===== src/hw/rtl/kdv_pkg.sv =====
// Package for the k-mer delta varint encoder: state, command and status types,
// group-size constants and the group select function. No dependencies.
`timescale 1ns / 1ps
`default_nettype none

package kdv_pkg;

  localparam int unsigned CodeBits  = 64;
  localparam int unsigned GroupBits = 15;
  localparam int unsigned NumGroups = 5;
  localparam int unsigned IdxBits   = 3;
  localparam int unsigned FragBits  = 16;

  typedef logic [IdxBits-1:0]   grp_idx_t;
  typedef logic [GroupBits-1:0] group_t;

  // Controller states.
  typedef enum logic [1:0] {
    ST_IDLE,
    ST_LOAD,
    ST_SEND
  } kdv_state_e;

  // Commands from the controller to the datapath.
  typedef struct packed {
    logic load;   // take the new code and form the delta
    logic start;  // pick the highest group and present it
    logic next;   // step down to the next lower group
  } kdv_cmd_t;

  // Status from the datapath to the controller.
  typedef struct packed {
    logic last_frag;  // the presented fragment holds the low group
  } kdv_status_t;

  // Selects one 15-bit group of the delta; the top group holds four bits.
  function automatic group_t kdv_group(input logic [CodeBits-1:0] delta,
                                       input grp_idx_t idx);
    group_t g;
    g = '0;
    case (idx)
      3'd0:    g = delta[14:0];
      3'd1:    g = delta[29:15];
      3'd2:    g = delta[44:30];
      3'd3:    g = delta[59:45];
      3'd4:    g = {11'd0, delta[63:60]};
      default: g = '0;
    endcase
    return g;
  endfunction

  // Index of the highest nonzero group, zero when only the low group is needed.
  function automatic grp_idx_t kdv_top_group(input logic [CodeBits-1:0] delta);
    grp_idx_t idx;
    if (delta[63:60] != '0) begin
      idx = 3'd4;
    end else if (delta[59:45] != '0) begin
      idx = 3'd3;
    end else if (delta[44:30] != '0) begin
      idx = 3'd2;
    end else if (delta[29:15] != '0) begin
      idx = 3'd1;
    end else begin
      idx = 3'd0;
    end
    return idx;
  endfunction

endpackage

`default_nettype wire


===== src/hw/rtl/kdv_ctrl.sv =====
// Controller state machine of the k-mer delta varint encoder.
// Depends on kdv_pkg for the state enum and the command and status structs.
`timescale 1ns / 1ps
`default_nettype none

module kdv_ctrl
  import kdv_pkg::*;
(
  input  wire logic        clk_i,
  input  wire logic        rst_ni,
  input  wire logic        in_valid_i,
  output logic             in_ready_o,
  output logic             out_valid_o,
  input  wire logic        out_ready_i,
  input  kdv_status_t      status_i,
  output kdv_cmd_t         cmd_o
);

  kdv_state_e state_q, state_d;

  // Next state.
  always_comb begin
    state_d = state_q;
    unique case (state_q)
      ST_IDLE: begin
        if (in_valid_i) state_d = ST_LOAD;
      end
      ST_LOAD: begin
        state_d = ST_SEND;
      end
      ST_SEND: begin
        if (out_ready_i && status_i.last_frag) begin
          state_d = in_valid_i ? ST_LOAD : ST_IDLE;
        end
      end
      default: state_d = ST_IDLE;
    endcase
  end

  // Outputs. A new request is taken while the final fragment leaves.
  always_comb begin
    in_ready_o  = 1'b0;
    out_valid_o = 1'b0;
    cmd_o       = '0;
    unique case (state_q)
      ST_IDLE: begin
        in_ready_o = 1'b1;
      end
      ST_LOAD: begin
        cmd_o.start = 1'b1;
      end
      ST_SEND: begin
        out_valid_o = 1'b1;
        in_ready_o  = out_ready_i && status_i.last_frag;
        cmd_o.next  = out_ready_i && !status_i.last_frag;
      end
      default: ;
    endcase
    cmd_o.load = in_ready_o && in_valid_i;
  end

  // State register.
  always_ff @(posedge clk_i or negedge rst_ni) begin
    if (!rst_ni) begin
      state_q <= ST_IDLE;
    end else begin
      state_q <= state_d;
    end
  end

endmodule

`default_nettype wire


===== src/hw/rtl/kdv_datapath.sv =====
// Datapath of the k-mer delta varint encoder: previous code, delta register,
// group index counter and the fragment output register. Depends on kdv_pkg.
`timescale 1ns / 1ps
`default_nettype none

module kdv_datapath
  import kdv_pkg::*;
(
  input  wire logic                 clk_i,
  input  wire logic                 rst_ni,
  input  kdv_cmd_t                  cmd_i,
  input  wire logic [CodeBits-1:0]  code_i,
  output kdv_status_t               status_o,
  output logic [FragBits-1:0]       frag_o,
  output logic                      last_o
);

  logic [CodeBits-1:0] prev_q;
  logic [CodeBits-1:0] delta_q;
  grp_idx_t            idx_q, idx_d;
  logic [FragBits-1:0] frag_q, frag_d;

  // Previous code resets to zero; the delta wraps modulo 2^64.
  always_ff @(posedge clk_i or negedge rst_ni) begin
    if (!rst_ni) begin
      prev_q <= '0;
    end else if (cmd_i.load) begin
      prev_q <= code_i;
    end
  end

  always_ff @(posedge clk_i) begin
    if (cmd_i.load) begin
      delta_q <= code_i - prev_q;
    end
  end

  // Group index and the fragment presented for it; the end flag marks group zero.
  always_comb begin
    idx_d = idx_q;
    if (cmd_i.start) begin
      idx_d = kdv_top_group(delta_q);
    end else if (cmd_i.next) begin
      idx_d = idx_q - 3'd1;
    end
    frag_d = {(idx_d == 3'd0), kdv_group(delta_q, idx_d)};
  end

  always_ff @(posedge clk_i or negedge rst_ni) begin
    if (!rst_ni) begin
      idx_q <= '0;
    end else begin
      idx_q <= idx_d;
    end
  end

  always_ff @(posedge clk_i) begin
    if (cmd_i.start || cmd_i.next) begin
      frag_q <= frag_d;
    end
  end

  assign status_o.last_frag = (idx_q == 3'd0);
  assign frag_o             = frag_q;
  assign last_o             = (idx_q == 3'd0);

endmodule

`default_nettype wire


===== src/hw/rtl/kmer_delta_varint_encoder.sv =====
// Encodes an ascending stream of 64-bit k-mer codes as delta varints: each
// code minus the previous one (modulo 2^64, starting from zero) leaves as one
// to five 16-bit fragments, highest 15-bit group first, and only the final
// fragment carries bit 15 and tlast. The delta is registered as the code is
// accepted, the load state then puts the highest nonzero group into the
// output register, and one fragment leaves per cycle while tready is high. The
// next code is accepted in the same cycle that the final fragment is taken.
// Depends on kdv_pkg, kdv_ctrl and kdv_datapath.
`timescale 1ns / 1ps
`default_nettype none

module kmer_delta_varint_encoder
  import kdv_pkg::*;
(
  input  wire logic        clk_i,
  input  wire logic        rst_ni,
  input  wire logic        s_axis_tvalid_i,
  output logic             s_axis_tready_o,
  input  wire logic [63:0] s_axis_tdata_i,   // [63:0] kmer_code
  output logic             m_axis_tvalid_o,
  input  wire logic        m_axis_tready_i,
  output logic [15:0]      m_axis_tdata_o,   // [15:0] fragment
  output logic             m_axis_tlast_o    // last
);

  kdv_cmd_t    cmd;
  kdv_status_t status;

  // Sequencing of load, group selection and fragment output.
  kdv_ctrl u_ctrl (
    .clk_i       (clk_i),
    .rst_ni      (rst_ni),
    .in_valid_i  (s_axis_tvalid_i),
    .in_ready_o  (s_axis_tready_o),
    .out_valid_o (m_axis_tvalid_o),
    .out_ready_i (m_axis_tready_i),
    .status_i    (status),
    .cmd_o       (cmd)
  );

  // Delta formation and fragment generation.
  kdv_datapath u_datapath (
    .clk_i    (clk_i),
    .rst_ni   (rst_ni),
    .cmd_i    (cmd),
    .code_i   (s_axis_tdata_i),
    .status_o (status),
    .frag_o   (m_axis_tdata_o),
    .last_o   (m_axis_tlast_o)
  );

endmodule

`default_nettype wire


===== config.mk =====
export PLATFORM = sky130hd
export DESIGN_NAME = kmer_delta_varint_encoder
export DESIGN_NICKNAME = d
export VERILOG_FILES = /design/src/hw/rtl/kdv_pkg.sv /design/src/hw/rtl/kdv_ctrl.sv /design/src/hw/rtl/kdv_datapath.sv /design/src/hw/rtl/kmer_delta_varint_encoder.sv
export SDC_FILE = /design/constraint.sdc
export NUM_CORES = 1
export LEC_CHECK = 0
export BUFFER_PORTS_ARGS = -buffer_cell sky130_fd_sc_hd__buf_2
export CAP_MARGIN = 20
export CORE_ASPECT_RATIO = 1.1
export CORE_UTILIZATION = 35
export CTS_CLUSTER_DIAMETER = 50
export DETAILED_ROUTE_END_ITERATION = 7
export GPL_TIMING_DRIVEN = 0
export MAX_ROUTING_LAYER = met4
export PLACE_DENSITY_LB_ADDON = 0.3
export RECOVER_POWER = 100
export SYNTH_ARGS = -nofsm -noshare
export SYNTH_HDL_FRONTEND = slang
export SYNTH_SLANG_ARGS = --single-unit

===== constraint.sdc =====
create_clock -name clk_i -period 9.6 [get_ports clk_i]
set_input_delay 0.96 -clock clk_i [delete_from_list [all_inputs] [get_ports clk_i]]
set_output_delay 0.96 -clock clk_i [all_outputs]
set_load 0.02 [all_outputs]

### Word-level counts from Yosys, hierarchy flattened

Cells that the tools add are included.

* bits of input ports: 68
* register bits after elaboration: 149

* add/sub/neg operators: 2
* muxes and demuxes: 15
* equality and inequality tests: 8
* reductions and logical operators: 13

Operators by type and width (number)
* 15-bit one-hot mux with 5 select lines: 1
* 64-bit subtractor: 1
* 15-bit nonzero test: 3
* 3-bit two-way mux: 5
* 3-bit by 2-bit == test with 1-bit output (second input constant): 2
* 3-bit logical NOT: 2
* 2-bit one-hot mux with 3 select lines: 1
* 1-bit two-way mux: 5
* 2-bit two-way mux: 2
* 4-bit nonzero test: 1
* 3-bit by 1-bit == test with 1-bit output (second input constant): 1
* 3-bit == test (second input constant): 1
* 1-bit logical AND: 3
* 3-bit by 1-bit subtractor with 3-bit output (second input constant): 1
* 2-bit by 1-bit == test with 1-bit output (second input constant): 1
* 2-bit == test (second input constant): 1
* 2-bit logical NOT: 1
* 2-bit by 1-bit != test with 1-bit output (second input constant): 1
* 2-bit != test (second input constant): 1
* 1-bit one-hot mux with 2 select lines: 1
* 2-bit AND reduction: 1
* 1-bit logical NOT: 1
* 1-bit logical OR: 1

### Depth between registers and ports, before layout

* word-level depth: 8
* mapped depth: 12
* gate-level depth less buffers: 12

### Modules after synthesis

Synthesis repeated with hierarchy kept, for this count alone.

* cells, all modules: 1005
* area total of the unflattened synthesis: 9461.6 um^2

Modules (own cells, without submodules)
* kdv_datapath: cells each 993, sequential area each 4078.9 um^2, instances 1, area each 9346.5 um^2
* kdv_ctrl: cells each 12, sequential area each 50.0 um^2, instances 1, area each 115.1 um^2

### Least setup slack after synthesis

No wires, ideal clock.

* path type: reg2reg
* start: register u_datapath.idx_q[0]
* end: register u_datapath.delta_q[0] (enable)
* setup slack: 4965 ps
* cell stages (with the launch flop): 10
* arrival time: 4184 ps
* data required time: 9149 ps
* path buffers: 3
* library setup time: 451 ps
* path through: dfrtp_1 > inv_1 > ha_1 > nor2b_1 > nand2_1 > a21oi_1 > and2_1 > clkbuf_1 > clkbuf_1 > clkbuf_1

RTL lines
* from (decl): RTL line kdv_datapath.sv:20 `grp_idx_t idx_q, idx_d;`
* from (signal assigned): RTL line kdv_datapath.sv:53 `idx_q <= idx_d;`
* to (signal assigned): RTL line kdv_datapath.sv:34 `delta_q <= code_i - prev_q;`
* to (decl): RTL line kdv_datapath.sv:19 `logic [CodeBits-1:0] delta_q;`

==> impl_metrics.toml <==
[clocking]
numCtsBuffers = 17
clk_pin_slew_worst_paths_ns = 0.07
post-cts-setup-buffers = 0
cts_root_buf = "clkbuf_16"
cts_buffer_depth = 2
cts_sinks = 149
h-tree-depth = 4
clk_latency_ns = 0.43
cts_tree = "yes"
hold_buffers = 0
cts_resized = 0

[setup_path]
cp_cell_sequence = "inv_1, ha_1, nor2b_1, nand2_1, a21oi_1, and2_0, clkbuf_1, clkbuf_1, clkbuf_1, o21ai_0"
crit_required_ns = 9.74
crit_slowest_cell = "clkbuf_1"
r2r_setup_slack_ns = 3.76
worstPathArrival_ns = 5.98
r2r_end = "u_datapath.prev_q[55]"
rr_worst_depth = 10
crit_end = "u_datapath.prev_q[55]"
cp_common_cell = "clkbuf_1"
critPathMaxStageDelay_ns = 2.60
crit_path_max_fanout = 73
start_kind = "flop"
reg2reg_from = "u_datapath.idx_q[0]"
endpoint_kind = "flop"
critical_path.startpoint = "u_datapath.idx_q[0]"
worstSetupPathType = "flop to flop"

[global_routing]
antenna_found_initial = 0
grt_max_degree = 74
grt_pass1_vias = 7650
grt_pass1_wl_microns = 39900
grt-ovfl-total = 0
track_usage_pct = 18.4

[detailed_routing]
wl_microns = 24700
drtPass1Iterations = 5
viasPerCell = 5.17
postRouteAntennaNets = 0
drcViolationCount = 0
wl_per_cell_microns = 16.3
vias = 7824
drt_iter0_markers = 520

[floorplanning]
num_rows = 63
die_w_microns = 160
ioPinCount = 87
dieArea_sq_um = 28200
die_h_microns = 176
coreArea_sq_um = 27000
start_util_pct = 35.7

[sta]
relSlewSlack_pct = -144
skew_ns = 0.00950
fin_worst_hold_slack_ns = 0.524
setup_viol = 0
worst_pin_slew_ns = 3.66
drv_slew = 146
setup-tns-final_ns = 0
fin_crit_ns = 5.84
hold_violations = 0
rsz0062_at_grt = "false"
max_freq_ghz = 0.171
finalCritPeriodShare_pct = 60.8

[pwr]
pwr_density_cell_nw_per_um2 = 368
ir_drop_v = 0.000138
leakage_nw = 4.60

[run_status]
status = "finished with violations"
violations = "capacitance limit, slew limit"

[synth]
synth_cells = 1038
synth_top_cell_area_share_pct = 24.9
ys_top_cells_by_area = "edfxtp_1, dfrtp_1, ha_1"
synth.most_common_cell = "nand2_1"
synth.yosys.seq_area_share_pct = 42.8
synth_seq_cells = 149
synth_ff_type = "edfxtp_1"
syn_area_per_cell_sq_um = 9.30
synth_edf_count = 80
yosysUniqueCellTypes = 74
synth_area_sq_um = 9650
ys_top_cells_by_count = "nand2_1, o21ai_0, inv_1, edfxtp_1, a21oi_1"
synth_area_leader_cell = "edfxtp_1"
syn_nets = 1172
async_flop_share_pct = 46.3
ys_warn_count = 0

[finish]
n_antenna_cell = 0
drive_above_1_share_pct = 8.64
final_util_pct = 40.7
area_growth_syn_to_layout_pct = 14.1
fin_nets = 1278

[worst_hold_path]
hold_class = "flop to flop"

[place]
dp_hpwl_microns = 19200
io_buffers = 86
gp_congestion = 0.883

[flow_run]
maxCapViolCount = 3
stage by stage:
stage / total power [mW] / setup WS, ns / std cells / instance area [sq um]
CTS: 4.12 / 5.56 / 1514 / 11100
finish: 4.05 / 3.76 / 1514 / 11000
global route: 4.37 / 3.03 / 1514 / 11000
global placement: 3.42 / 3.55 / 1481 / 10500
detailed placement: 3.42 / 5.23 / 1482 / 10600
floorplan: 2.84 / 4.97 / 1038 / 9650
placed cells by master (no fill, tap or decap), types with 20 or more instances in the layout:
master	n
dfrtp_1	69
inv_1	86
xnor2_1	42
ha_1	65
buf_2	63
o21ai_0	101
a21oi_1	78
nor3_1	20
nor2_1	48
a21o_1	44
edfxtp_1	80
nand2_1	125
clkbuf_1	75
cell type report:
cell class	count	area [sq um]
well taps	357	447
clock buffers	19	433
clock inverters	13	149
flip-flops and latches	149	4130
fillers	2717	16000
plain buffers	50	196
multi-input cells	752	4920
inverters	87	327
repair buffers	87	404
routing by layer:
layer	global-route usage, %	routed length (microns)	part of all wire (%)	vias up
li1	-	-	-	3961
met1	23.9	12000	49	3707
met2	30.2	11700	48	134
met3	2.49	599	2.4	22
met4	5.04	318	1.3	0
met5	-	0	0	-
state kept, by name, summed over array words and instances (netlist names):
signal and count:
u_datapath.frag_o 16, u_datapath.prev_q 64, u_datapath.delta_q 64, u_datapath.idx_q 3, u_ctrl.state_q 2
critical path: cells and delay by family (launching register included):
| family | cells | cell delay, ns |
|---|---|---|
| AOI/OAI and AO/OA | 2 | 0.52 |
| buffers and inverters | 4 | 4.00 |
| adders and majority gates | 1 | 0.14 |
| DFF | 1 | 0.39 |
| and+or+nand+nor | 3 | 0.48 |
power breakdown:
part | switching (mW) | total [mW] | internal (mW) | leakage, nW
registers | 0.147 | 1.27 | 1.13 | 1.60
logic | 1.32 | 2.10 | 0.787 | 2.72
clock network | 0.285 | 0.671 | 0.386 | 0.276
total | 1.75 | 4.05 | 2.30 | 4.60
worst min-delay path by stage:
stage                         start               endpoint  slack, ns  depth (start not counted)
2_1_floorplan  u_datapath.prev_q[0]   u_datapath.prev_q[0]       0.48                          1
3_3_place_gp   u_datapath.prev_q[0]   u_datapath.prev_q[0]       0.50                          1
3_5_place_dp   u_datapath.prev_q[0]   u_datapath.prev_q[0]       0.51                          1
4_1_cts                      rst_ni  u_datapath.prev_q[57]       0.49                          1
5_1_grt        u_datapath.prev_q[0]   u_datapath.prev_q[0]       0.53                          1
6_report       u_datapath.prev_q[0]   u_datapath.prev_q[0]       0.52                          1
cell families (layout without fill, tap and decap cells):
group,Yosys count,in the layout,synth area share (%)
xor gates and xnor gates,61,61,5.54
buffers and inverters,137,256,5.43
DFF,149,149,42.8
muxes,11,11,1.19
adders and majority gates,66,66,8.63
AOI/OAI and AO/OA,338,338,23.2
and+or+nand+nor,276,276,13.3
Power figures use the tool's default switching activity.
